===== src/rtl/hfr_pkg.sv =====
`timescale 1ns / 1ps

package hfr_pkg;

  localparam int unsigned ADDR_W = 28;
  localparam int unsigned CNT_W  = 13;
  localparam int unsigned LEN_W  = 11;

  localparam logic [7:0]        FLAG_BYTE      = 8'h7E;
  localparam logic [15:0]       CRC_INIT       = 16'hFFFF;
  localparam logic [15:0]       CRC_POLY       = 16'h8408;
  localparam logic [3:0]        FMT_TYPE       = 4'hA;
  localparam logic [7:0]        LLC_DSAP       = 8'hE6;
  localparam logic [7:0]        LLC_SSAP       = 8'hE7;
  localparam logic [7:0]        LLC_QUAL       = 8'h00;
  localparam logic [CNT_W-1:0]  MAX_PAYLOAD    = 13'd4096;
  localparam logic [LEN_W-1:0]  BYTES_MAX      = 11'd2047;
  localparam logic [2:0]        ADDR_BYTES_MAX = 3'd4;

  typedef enum logic [1:0] {
    EV_NONE    = 2'd0,
    EV_PAYLOAD = 2'd1,
    EV_ACCEPT  = 2'd2,
    EV_REJECT  = 2'd3
  } hfr_event_e;

  typedef struct packed {
    hfr_event_e        event_kind;
    logic [7:0]        payload_byte;
    logic [ADDR_W-1:0] dest_address;
    logic [ADDR_W-1:0] src_address;
    logic [7:0]        control_byte;
    logic              segmented;
    logic [CNT_W-1:0]  payload_count;
  } hfr_result_t;

  // reflected CRC-16/X.25, one byte, LSB first
  function automatic logic [15:0] crc_x25_byte(logic [15:0] crc, logic [7:0] b);
    logic [15:0] c;
    c = crc ^ {8'h00, b};
    for (int k = 0; k < 8; k++) begin
      c = c[0] ? ((c >> 1) ^ CRC_POLY) : (c >> 1);
    end
    return c;
  endfunction

endpackage


===== src/rtl/hfr_if.sv =====
`timescale 1ns / 1ps

interface hfr_in_if;
  logic       valid;
  logic       ready;
  logic [7:0] rx_byte;

  modport source (output valid, output rx_byte, input ready);
  modport sink (input valid, input rx_byte, output ready);
endinterface

interface hfr_out_if;
  logic        valid;
  logic        ready;
  logic [1:0]  event_kind;
  logic [7:0]  payload_byte;
  logic [27:0] dest_address;
  logic [27:0] src_address;
  logic [7:0]  control_byte;
  logic        segmented;
  logic [12:0] payload_count;

  modport source (output valid, output event_kind, output payload_byte, output dest_address,
                  output src_address, output control_byte, output segmented,
                  output payload_count, input ready);
  modport sink (input valid, input event_kind, input payload_byte, input dest_address,
                input src_address, input control_byte, input segmented,
                input payload_count, output ready);
endinterface


===== src/rtl/hfr_parse.sv =====
`timescale 1ns / 1ps

module hfr_parse
  import hfr_pkg::*;
(
  input  logic        clk_i,
  input  logic        rst_ni,
  input  logic        load_i,
  input  logic [7:0]  rx_byte_i,
  output hfr_result_t res_o
);

  typedef enum logic [7:0] {
    PH_HUNT   = 8'b0000_0001,
    PH_FMT_HI = 8'b0000_0010,
    PH_FMT_LO = 8'b0000_0100,
    PH_DEST   = 8'b0000_1000,
    PH_SRC    = 8'b0001_0000,
    PH_CTRL   = 8'b0010_0000,
    PH_HCS    = 8'b0100_0000,
    PH_INFO   = 8'b1000_0000
  } hfr_phase_e;

  hfr_phase_e        phase_q, phase_d;
  logic [15:0]       crc_q, crc_d;
  logic [LEN_W-1:0]  frame_len_q, frame_len_d;
  logic [LEN_W-1:0]  bytes_seen_q, bytes_seen_d;
  logic              seg_q, seg_d;
  logic [ADDR_W-1:0] dest_q, dest_d;
  logic [2:0]        dest_len_q, dest_len_d;
  logic [ADDR_W-1:0] src_q, src_d;
  logic [2:0]        src_len_q, src_len_d;
  logic [7:0]        ctrl_q, ctrl_d;
  logic [15:0]       hcs_calc_q, hcs_calc_d;
  logic [15:0]       hcs_rx_q, hcs_rx_d;
  logic [15:0]       fcs_rx_q, fcs_rx_d;
  logic [1:0]        llc_q, llc_d;
  logic [CNT_W-1:0]  total_q, total_d;

  logic [LEN_W-1:0]  bs_inc;
  logic              rem_ge2;
  logic [15:0]       crc_step;
  logic              closing;
  logic              frame_ok;
  logic              llc_match;
  logic [LEN_W-1:0]  hdr_len;
  logic              do_clear;
  logic              show_old;
  hfr_event_e        kind;
  logic [7:0]        pbyte;

  always_comb begin
    bs_inc   = (bytes_seen_q < BYTES_MAX) ? bytes_seen_q + 11'd1 : bytes_seen_q;
    rem_ge2  = {1'b0, frame_len_q} >= ({1'b0, bs_inc} + 12'd2);
    crc_step = ((frame_len_q < 11'd2) || rem_ge2) ? crc_x25_byte(crc_q, rx_byte_i) : crc_q;
    closing  = (rx_byte_i == FLAG_BYTE) && (bytes_seen_q >= frame_len_q) &&
               (phase_q != PH_HUNT) && (phase_q != PH_FMT_HI) && (phase_q != PH_FMT_LO);
    frame_ok = (hcs_rx_q == hcs_calc_q) && ((crc_q ^ CRC_INIT) == fcs_rx_q) &&
               ((ctrl_q != 8'h00) || (total_q != '0));
    hdr_len  = 11'd5 + {8'h00, dest_len_q} + {8'h00, src_len_q};
    llc_match = !ctrl_q[0] && (total_q == '0) &&
                (((rx_byte_i == LLC_DSAP) && (llc_q == 2'd0)) ||
                 ((rx_byte_i == LLC_SSAP) && (llc_q == 2'd1)) ||
                 ((rx_byte_i == LLC_QUAL) && (llc_q == 2'd2)));

    phase_d      = phase_q;
    crc_d        = crc_q;
    frame_len_d  = frame_len_q;
    bytes_seen_d = bytes_seen_q;
    seg_d        = seg_q;
    dest_d       = dest_q;
    dest_len_d   = dest_len_q;
    src_d        = src_q;
    src_len_d    = src_len_q;
    ctrl_d       = ctrl_q;
    hcs_calc_d   = hcs_calc_q;
    hcs_rx_d     = hcs_rx_q;
    fcs_rx_d     = fcs_rx_q;
    llc_d        = llc_q;
    total_d      = total_q;
    do_clear     = 1'b0;
    show_old     = 1'b0;
    kind         = EV_NONE;
    pbyte        = 8'h00;

    if (phase_q == PH_HUNT) begin
      if (rx_byte_i == FLAG_BYTE) begin
        phase_d = PH_FMT_HI;
      end
    end else if (closing) begin
      // report the frame as it stands, then start hunting again
      kind     = frame_ok ? EV_ACCEPT : EV_REJECT;
      show_old = 1'b1;
      do_clear = 1'b1;
    end else begin
      bytes_seen_d = bs_inc;
      crc_d        = crc_step;
      unique case (phase_q)
        PH_FMT_HI: begin
          if (rx_byte_i == FLAG_BYTE) begin
            // repeated opening flag: skip it, restart the check
            bytes_seen_d = bytes_seen_q;
            crc_d        = CRC_INIT;
          end else if (rx_byte_i[7:4] != FMT_TYPE) begin
            do_clear = 1'b1;
          end else begin
            seg_d       = rx_byte_i[3];
            frame_len_d = {rx_byte_i[2:0], 8'h00};
            phase_d     = PH_FMT_LO;
          end
        end
        PH_FMT_LO: begin
          frame_len_d = {frame_len_q[10:8], rx_byte_i};
          phase_d     = PH_DEST;
        end
        PH_DEST: begin
          dest_len_d = dest_len_q + 3'd1;
          dest_d     = {dest_q[ADDR_W-8:0], rx_byte_i[7:1]};
          if (rx_byte_i[0]) begin
            phase_d = PH_SRC;
          end
          if (dest_len_d > ADDR_BYTES_MAX) begin
            do_clear = 1'b1;
          end
        end
        PH_SRC: begin
          src_len_d = src_len_q + 3'd1;
          src_d     = {src_q[ADDR_W-8:0], rx_byte_i[7:1]};
          if (rx_byte_i[0]) begin
            phase_d = PH_CTRL;
          end
          if (src_len_d > ADDR_BYTES_MAX) begin
            do_clear = 1'b1;
          end
        end
        PH_CTRL: begin
          ctrl_d     = rx_byte_i;
          hcs_calc_d = crc_step ^ CRC_INIT;
          phase_d    = PH_HCS;
        end
        PH_HCS: begin
          if (!rem_ge2) begin
            // no information field: the trailing bytes serve as FCS and HCS
            fcs_rx_d = {rx_byte_i, fcs_rx_q[15:8]};
            hcs_rx_d = fcs_rx_d;
          end else begin
            hcs_rx_d = {rx_byte_i, hcs_rx_q[15:8]};
            if (bs_inc == hdr_len) begin
              phase_d = PH_INFO;
            end
          end
        end
        PH_INFO: begin
          if (!rem_ge2) begin
            fcs_rx_d = {rx_byte_i, fcs_rx_q[15:8]};
          end else if (llc_match) begin
            llc_d = llc_q + 2'd1;
          end else if (total_q < MAX_PAYLOAD) begin
            total_d = total_q + 13'd1;
            kind    = EV_PAYLOAD;
            pbyte   = rx_byte_i;
          end
        end
        default: begin
        end
      endcase
    end

    if (do_clear) begin
      total_d      = seg_q ? total_q : '0;
      phase_d      = PH_HUNT;
      llc_d        = 2'd0;
      crc_d        = CRC_INIT;
      bytes_seen_d = '0;
      seg_d        = 1'b0;
      frame_len_d  = '0;
      dest_d       = '0;
      dest_len_d   = 3'd0;
      src_d        = '0;
      src_len_d    = 3'd0;
      ctrl_d       = 8'h00;
      hcs_rx_d     = 16'h0000;
      fcs_rx_d     = 16'h0000;
    end

    res_o.event_kind    = kind;
    res_o.payload_byte  = pbyte;
    res_o.dest_address  = show_old ? dest_q  : dest_d;
    res_o.src_address   = show_old ? src_q   : src_d;
    res_o.control_byte  = show_old ? ctrl_q  : ctrl_d;
    res_o.segmented     = show_old ? seg_q   : seg_d;
    res_o.payload_count = show_old ? total_q : total_d;
  end

  always_ff @(posedge clk_i or negedge rst_ni) begin
    if (!rst_ni) begin
      phase_q      <= PH_HUNT;
      crc_q        <= CRC_INIT;
      frame_len_q  <= '0;
      bytes_seen_q <= '0;
      seg_q        <= 1'b0;
      dest_q       <= '0;
      dest_len_q   <= 3'd0;
      src_q        <= '0;
      src_len_q    <= 3'd0;
      ctrl_q       <= 8'h00;
      hcs_calc_q   <= 16'h0000;
      hcs_rx_q     <= 16'h0000;
      fcs_rx_q     <= 16'h0000;
      llc_q        <= 2'd0;
      total_q      <= '0;
    end else if (load_i) begin
      phase_q      <= phase_d;
      crc_q        <= crc_d;
      frame_len_q  <= frame_len_d;
      bytes_seen_q <= bytes_seen_d;
      seg_q        <= seg_d;
      dest_q       <= dest_d;
      dest_len_q   <= dest_len_d;
      src_q        <= src_d;
      src_len_q    <= src_len_d;
      ctrl_q       <= ctrl_d;
      hcs_calc_q   <= hcs_calc_d;
      hcs_rx_q     <= hcs_rx_d;
      fcs_rx_q     <= fcs_rx_d;
      llc_q        <= llc_d;
      total_q      <= total_d;
    end
  end

endmodule


===== src/rtl/hfr_out.sv =====
`timescale 1ns / 1ps

module hfr_out
  import hfr_pkg::*;
(
  input  logic        clk_i,
  input  logic        rst_ni,
  input  logic        load_i,
  input  hfr_result_t res_i,
  input  logic        ready_i,
  output logic        valid_o,
  output logic        can_take_o,
  output hfr_result_t res_o
);

  logic        valid_q, valid_d;
  hfr_result_t res_q;

  // take a new item whenever the held result is gone or leaves this cycle
  assign can_take_o = !valid_q || ready_i;
  assign valid_d    = load_i || (valid_q && !ready_i);
  assign valid_o    = valid_q;
  assign res_o      = res_q;

  always_ff @(posedge clk_i or negedge rst_ni) begin
    if (!rst_ni) begin
      valid_q <= 1'b0;
    end else begin
      valid_q <= valid_d;
    end
  end

  always_ff @(posedge clk_i) begin
    if (load_i) begin
      res_q <= res_i;
    end
  end

endmodule


===== src/rtl/hdlc_frame_receiver.sv =====
`timescale 1ns / 1ps

// HDLC type-3 frame receiver with CRC-16/X.25 header and frame checks.
// Input channel in_i carries one line byte per item (flags included, no
// byte stuffing). Output channel out_o carries exactly one result per input
// item: an event code (none, payload byte, frame accepted, frame rejected),
// the payload byte, and the addresses, control byte, segmentation bit and
// payload count of the frame in progress.
// Latency: the result for an item is valid in the cycle after it is accepted.
// Throughput: one item per cycle; the parser state updates in the same cycle
// an item is accepted, and a single output register holds the result.
// When out_o stalls, the held result stays put and in_i.ready drops until it
// is taken; in_i.ready is high whenever the output register is empty or is
// being emptied in that cycle.
// Reset (rst_ni low, asynchronous) puts the parser into flag hunting with
// all frame state cleared and empties the output register.
module hdlc_frame_receiver
  import hfr_pkg::*;
(
  input  logic       clk_i,
  input  logic       rst_ni,
  hfr_in_if.sink     in_i,
  hfr_out_if.source  out_o
);

  logic        fire;
  logic        can_take;
  hfr_result_t res_next;
  hfr_result_t res_held;

  assign in_i.ready = can_take;
  assign fire       = in_i.valid && can_take;

  hfr_parse u_parse (
    .clk_i     (clk_i),
    .rst_ni    (rst_ni),
    .load_i    (fire),
    .rx_byte_i (in_i.rx_byte),
    .res_o     (res_next)
  );

  hfr_out u_out (
    .clk_i      (clk_i),
    .rst_ni     (rst_ni),
    .load_i     (fire),
    .res_i      (res_next),
    .ready_i    (out_o.ready),
    .valid_o    (out_o.valid),
    .can_take_o (can_take),
    .res_o      (res_held)
  );

  assign out_o.event_kind    = res_held.event_kind;
  assign out_o.payload_byte  = res_held.payload_byte;
  assign out_o.dest_address  = res_held.dest_address;
  assign out_o.src_address   = res_held.src_address;
  assign out_o.control_byte  = res_held.control_byte;
  assign out_o.segmented     = res_held.segmented;
  assign out_o.payload_count = res_held.payload_count;

endmodule


===== src/flat_wrapper.sv =====
// flat-port wrapper written by rule: the top's interface ports become plain ports
module hdlc_frame_receiver_flat import hfr_pkg::*;
  (clk_i, rst_ni, in_i_valid, in_i_rx_byte, in_i_ready, out_o_valid, out_o_event_kind, out_o_payload_byte, out_o_dest_address, out_o_src_address, out_o_control_byte, out_o_segmented, out_o_payload_count, out_o_ready);
  hfr_in_if in_i_i ();
  hfr_out_if out_o_i ();
  input  logic clk_i;
  input  logic rst_ni;
  input wire logic [$bits(in_i_i.valid)-1:0] in_i_valid;
  input wire logic [$bits(in_i_i.rx_byte)-1:0] in_i_rx_byte;
  output wire logic [$bits(in_i_i.ready)-1:0] in_i_ready;
  output wire logic [$bits(out_o_i.valid)-1:0] out_o_valid;
  output wire logic [$bits(out_o_i.event_kind)-1:0] out_o_event_kind;
  output wire logic [$bits(out_o_i.payload_byte)-1:0] out_o_payload_byte;
  output wire logic [$bits(out_o_i.dest_address)-1:0] out_o_dest_address;
  output wire logic [$bits(out_o_i.src_address)-1:0] out_o_src_address;
  output wire logic [$bits(out_o_i.control_byte)-1:0] out_o_control_byte;
  output wire logic [$bits(out_o_i.segmented)-1:0] out_o_segmented;
  output wire logic [$bits(out_o_i.payload_count)-1:0] out_o_payload_count;
  input wire logic [$bits(out_o_i.ready)-1:0] out_o_ready;
  assign in_i_i.valid = in_i_valid;
  assign in_i_i.rx_byte = in_i_rx_byte;
  assign in_i_ready = in_i_i.ready;
  assign out_o_valid = out_o_i.valid;
  assign out_o_event_kind = out_o_i.event_kind;
  assign out_o_payload_byte = out_o_i.payload_byte;
  assign out_o_dest_address = out_o_i.dest_address;
  assign out_o_src_address = out_o_i.src_address;
  assign out_o_control_byte = out_o_i.control_byte;
  assign out_o_segmented = out_o_i.segmented;
  assign out_o_payload_count = out_o_i.payload_count;
  assign out_o_i.ready = out_o_ready;
  hdlc_frame_receiver u_core (.clk_i(clk_i), .rst_ni(rst_ni), .in_i(in_i_i), .out_o(out_o_i));
endmodule

===== config.mk =====
export PLATFORM = sky130hd
export DESIGN_NAME = hdlc_frame_receiver_flat
export DESIGN_NICKNAME = d
export VERILOG_FILES = /design/src/rtl/hfr_pkg.sv /design/src/rtl/hfr_if.sv /design/src/rtl/hfr_parse.sv /design/src/rtl/hfr_out.sv /design/src/rtl/hdlc_frame_receiver.sv /design/src/flat_wrapper.sv
export SDC_FILE = /design/constraint.sdc
export NUM_CORES = 1
export LEC_CHECK = 0
export ABC_AREA = 1
export ABC_CLOCK_PERIOD_IN_PS = 4900
export CORE_MARGIN = 1
export CORE_UTILIZATION = 64
export DETAILED_ROUTE_END_ITERATION = 10
export DONT_BUFFER_PORTS = 1
export PLACE_DENSITY = 0.83
export SYNTH_ARGS = -nofsm -noshare
export SYNTH_HDL_FRONTEND = slang
export SYNTH_HIERARCHICAL = 1
export SYNTH_SLANG_ARGS = --single-unit

===== constraint.sdc =====
create_clock -name clk_i -period 4.9 [get_ports clk_i]
set_input_delay 0.245 -clock clk_i [delete_from_list [all_inputs] [get_ports clk_i]]
set_output_delay 0.245 -clock clk_i [all_outputs]
set_load 0.02 [all_outputs]

Word-level counts from Yosys, hierarchy flattened
Cells that the tools add are included.
Cells by class
  magnitude comparators: 7
  reductions and logical operators: 50
  add/sub/neg operators: 8
  bitwise gates (word level): 16
  equal/unequal tests: 36
  mux-type cells: 107
Operators with widths (count)
  16-bit two-way mux: 23
  28-bit two-way mux: 10
  8-bit two-way mux: 16
  11-bit two-way mux: 11
  13-bit two-way mux: 9
  8-bit case mux with 6 select lines: 1
  16-bit == test: 2
  16-bit NOT: 2
  4-bit inequality test (second input constant): 7
  8-bit == test (second input constant): 3
  3-bit two-way mux: 8
  2-bit NOT with 3-bit output: 8
  11-bit case mux with 2 select lines: 1
  1-bit two-way mux: 20
  4-bit AND reduction: 5
  8-bit by 7-bit == test with 1-bit output (second input constant): 2
  2-bit nonzero test: 8
  8-bit nonzero test: 2
  16-bit by 8-bit bitwise XOR with 16-bit output: 1
  2-bit two-way mux: 7
  13-bit by 1-bit adder with 13-bit output (second input constant): 1
  1-bit logical AND: 13
  13-bit zero test: 1
  13-bit less-than comparator (second input constant): 1
  42 further kinds: 62
Storage, ports and cells
  word-level logic and storage cells: 248
  bits of input ports: 12
  register bits after elaboration: 269
  output and inout bits: 90

Logic depth before layout (Yosys ltp)
  depth after elaboration: 23
  gate-level depth with buffers: 26
  gate-level depth less buffers: 26

Modules after synthesis
The synthesis kept the hierarchy.
By module, submodules not included
  hfr_parse: instances 1, area an instance 11242.0 um2, sequential area each 4525.6 um2, cells each 1383
  hfr_out: instances 1, area an instance 2687.6 um2, sequential area each 2667.6 um2, cells each 93
  hdlc_frame_receiver: instances 1, area an instance 7.5 um2, sequential area each 0.0 um2, cells each 2

Worst setup path before layout
No wires, ideal clock.
  path kind: register to register
  start point: reg u_core.u_out.valid_q (netlist: u_core/u_out/valid_o)
  end point: reg u_core.u_parse.crc_q[0]
  buffers on the path: 1
  slack: 0.800 ns
  library setup time: 0.078 ns
  arrival time: 4.022 ns
  period minus slack after synthesis: 4.100 ns
  data required time: 4.822 ns
  stages on the path, launching flop included: 12
  cell sequence: dfrtp_1 -> nand2_2 -> nand2_1 -> inv_1 -> inv_1 -> nor2_2 -> inv_1 -> nor2_1 -> nand2_1 -> buf_2 -> o22ai_1 -> inv_1
Between the ends
  longest elaborated chain between the ends: 4
RTL lines
  start: declaration: RTL line hfr_out.sv:16  | logic valid_q, valid_d;
  start signal: assignment: RTL line hfr_out.sv:29  | valid_q <= valid_d;
  1-bit zero test: RTL line hfr_out.sv:20  | assign can_take_o = !valid_q || ready_i;
  1-bit logical OR: RTL line hfr_out.sv:20
  net in_i_ready: RTL line flat_wrapper.sv:10  | output wire logic [$bits(in_i_i.ready)-1:0] in_i_ready;
  1-bit logical AND: RTL line hdlc_frame_receiver.sv:32  | assign fire = in_i.valid && can_take;
  net u_core.fire: RTL line hdlc_frame_receiver.sv:26  | logic fire;
  3-bit AND reduction (no source line)
  end signal: assignment: RTL line hfr_parse.sv:214  | crc_q <= crc_d;
  end: declaration: RTL line hfr_parse.sv:25  | logic [15:0] crc_q, crc_d;
The timed path passes the listed nets, and every way through them passes these cells.
A chain may end at the register's enable or synchronous reset.

==> impl_metrics.env <==
export IMPL_status="finished, final reports clean"
export IMPL_hold_buffers=9
export IMPL_cp_start_kind="register"
export IMPL_drtIter0Drc=1107
export IMPL_fin_crit_sh_pct=78.7
export IMPL_cts_resized_gates=0
export IMPL_yosysMostFrequentCell="nand2_1"
export IMPL_grt_max_degree=182
export IMPL_vias=11000
export IMPL_cts_buffers_inserted=28
export IMPL_setup_viol=0
export IMPL_crit_path_max_incr_delay_ps=410
export IMPL_power_mw=11.1
export IMPL_final_util_pct=71.9
export IMPL_rsz0062_at_grt="no"
export IMPL_rrSetupSlack_ps=1050
export IMPL_required_ps=5330
export IMPL_layout_min_cycle_time_ps=3850
export IMPL_arrival_ps=4290
export IMPL_rows=53
export IMPL_fill_cells=1463
export IMPL_initial_utilization_pct=65.9
export IMPL_dp_cells=1701
export IMPL_vias_per_cell=6.21
export IMPL_drt_wl_total_mm=33.8
export IMPL_p_leak_nw=6.92
export IMPL_crit_path_end_kind="register"
export IMPL_syn_cell_area_um2=13900
export IMPL_clk_latency_ps=560
export IMPL_netlist_instances=1478
export IMPL_synth_area_top_cells="dfrtp_1 (29%), edfxtp_1 (19%), nand2_1 (6.2%)"
export IMPL_cts_setup_buffers=0
export IMPL_core_um2=21200
export IMPL_critical_path_class="register to register"
export IMPL_finalNonFillerCells=1763
export IMPL_cts_tree="done"
export IMPL_yosysSeqAreaShare_pct=51.6
export IMPL_io_buffers=0
export IMPL_h_tree_depth=1
export IMPL_detail_route_antenna_nets=0
export IMPL_top_level_ports=102
export IMPL_slew_limit_headroom_pct=24.5
export IMPL_gp_congestion=0.942
export IMPL_worstPathMaxFanout=13
export IMPL_grt_pass1_wl_mm=54.5
export IMPL_fin_tns_setup_ps=0
export IMPL_cts_clk_slew_worst_paths_ps=70
export IMPL_met3_length_mm=2.77
export IMPL_nNetsFinal=1516
export IMPL_path_cells="nand2_1 -> nor2_2 -> nand3_4 -> nand2_1 -> ha_1 -> nand3_4 -> o21ai_0 -> nand2_1 -> ha_1 -> inv_1 -> o31a_1 -> nand2_1 -> nand2_1 -> nand2_1 -> nand2_1 -> nand2_1 -> nand2_8 -> nor2_8 -> nand2_2 -> o21ai_1 -> o211ai_2 -> nand2_1"
export IMPL_synth_seq_cells=269
export IMPL_drt_first_pass_iters=6
export IMPL_synth_common_cells="nand2_1 (232), inv_1 (202), dfrtp_1 (164)"
export IMPL_drv_slew=0
export IMPL_overflow=0
export IMPL_drive_gt1_share_pct=11.7
export IMPL_antenna_found_initial=2
export IMPL_yosys_area_top_type="dfrtp_1"
export IMPL_wl_met1_mm=13.8
export IMPL_highest_layer="met4"
export IMPL_ys_types=62
export IMPL_fmax_ghz=0.259
export IMPL_crit_family="simple AND/OR/NAND/NOR gates"
export IMPL_crit_path_top_delay_cell="dfrtp_1"
export IMPL_whs_path_depth=2
export IMPL_synth_warnings=6
export IMPL_synthFlopType="dfrtp_1"
export IMPL_async_flop_share_pct=67.3
export IMPL_drc=0
export IMPL_synth_edf_count=88
export IMPL_skew_ps=21.0
export IMPL_die_area_um2=22400
export IMPL_dpl_cell_area_um2=14100
export IMPL_cts_root_buf="clkbuf_16"
export IMPL_die_h_um=150
export IMPL_clock_path_buffers=3
export IMPL_worst_slew_pin_slew_ps=1120
export IMPL_path_buf_inv=1
export IMPL_drv_cap=0
export IMPL_grt_usage_pct=31.0
export IMPL_synth_top_area_share_pct=29.4
export IMPL_met2WireLength_mm=16.2
export IMPL_p_per_area_nw_per_um2=728
export IMPL_cpMostUsedCell="nand2_1"
export IMPL_grt_pass1_vias=10300
export IMPL_r2r_cells=22
export IMPL_area_delta_synth_final_pct=9.09
export IMPL_vdd_ir_drop_worst_v=0.000457
export IMPL_avgRoutedWirePerCell_um=19.2
export IMPL_hold_violations=0
export IMPL_syn_area_per_cell_um2=9.43
export IMPL_fin_area_um2=15200
export IMPL_die_x_um=150
export IMPL_clock_sinks=269
export IMPL_worst_path_stages=22
export IMPL_min_path_type="input pin to register"
export IMPL_synth_nets=1529
export IMPL_dpl_hpwl_mm=22.5
-- layout make-up --
type,count,area [um2],area share [%]
clock buffer,41,821,5.40
clock inverter,11,205,1.35
timing repair buffer,20,190,1.25
inverter,226,858,5.65
sequential,269,7190,47.3
multi-input combinational,920,5590,36.8
tap,275,344,2.26
antenna,1,2.50,0.0165
-- report_power, final --
part | internal, mW | total [mW] | switching [mW] | leakage, nW
clock network | 1.43 | 2.31 | 0.886 | 0.503
registers | 3.36 | 4.19 | 0.828 | 3.14
logic | 1.62 | 4.57 | 2.95 | 3.27
-- cells in the final DEF, fill, tap and decap left out, drive strengths merged, types with 10 or more instances in the layout --
master  instances
a21oi          15
a22oi          91
a32oi          28
buf            12
clkbuf         41
dfrtp         164
dfstp          17
edfxtp         88
ha             38
inv           224
nand2         259
nand3          71
nand4          27
nor2           89
nor3           15
nor4           10
o21ai         147
o22ai          33
xnor2          21
xor2           36
-- cells by family after synthesis --
kind of cell | Yosys count | share of synthesized area, %
fa+ha+maj | 39 | 3.56
buf+inv | 289 | 8.28
flops | 269 | 51.6
xor+xnor | 57 | 3.58
compound gates | 342 | 16.3
simple gates | 482 | 16.7
-- worst paths after layout --
path	start	endpoint
worst max-delay path	u_core/u_parse/bytes_seen_q[8]	u_core/u_out/res_o[0]
worst min-delay path	in_i_rx_byte[4]	u_core/u_out/res_o[82]
worst max register to register	u_core/u_parse/bytes_seen_q[8]	u_core/u_out/res_o[0]
worst min register to register	u_core/u_parse/hcs_calc_q[2]	u_core/u_parse/hcs_calc_q[2]
max in group asynchronous	rst_ni	u_core/u_parse/hcs_rx_q[4]
min in group asynchronous	rst_ni	u_core/u_parse/bytes_seen_q[4]
-- stage by stage --
stage	hold WS (ps)	setup slack, ps
after global routing	21.5	771
after CTS	3.94	1120
after floorplan	-50.6	800
after global placement	-42.0	1240
after detailed placement	-41.8	1110
final	14.8	1050
-- metal layers --
metal  global-route usage, %  up-vias
met4                    9.64        0
met1                    43.0     5327
li1                        -     5037
met2                    49.4      508
met5                       0        -
met3                    5.76       82
-- worst reg2reg max path: cells and delay by family (launching register included) --
family                   cells  cell delay [ps]
AND/OR/NAND/NOR             15             1970
AO/OA/AOI/OAI                4              730
buffers and inverters        1               50
adder cells (fa/ha/maj)      2              560
flip-flops                   1              410
-- registers in the layout, summed over array words and instances, names as in the netlist, 11 cells and up --
| signal | cells |
|---|---|
| u_core/u_parse/frame_len_q | 11 |
| u_core/u_parse/src_q | 28 |
| u_core/u_parse/hcs_calc_q | 16 |
| u_core/u_out/res_o | 88 |
| u_core/u_parse/bytes_seen_q | 11 |
| u_core/u_parse/total_q | 13 |
| u_core/u_parse/dest_q | 28 |
| u_core/u_parse/fcs_rx_q | 16 |
| u_core/u_parse/hcs_rx_q | 16 |
| u_core/u_parse/crc_q | 16 |
Power figures use the tool's default switching activity.
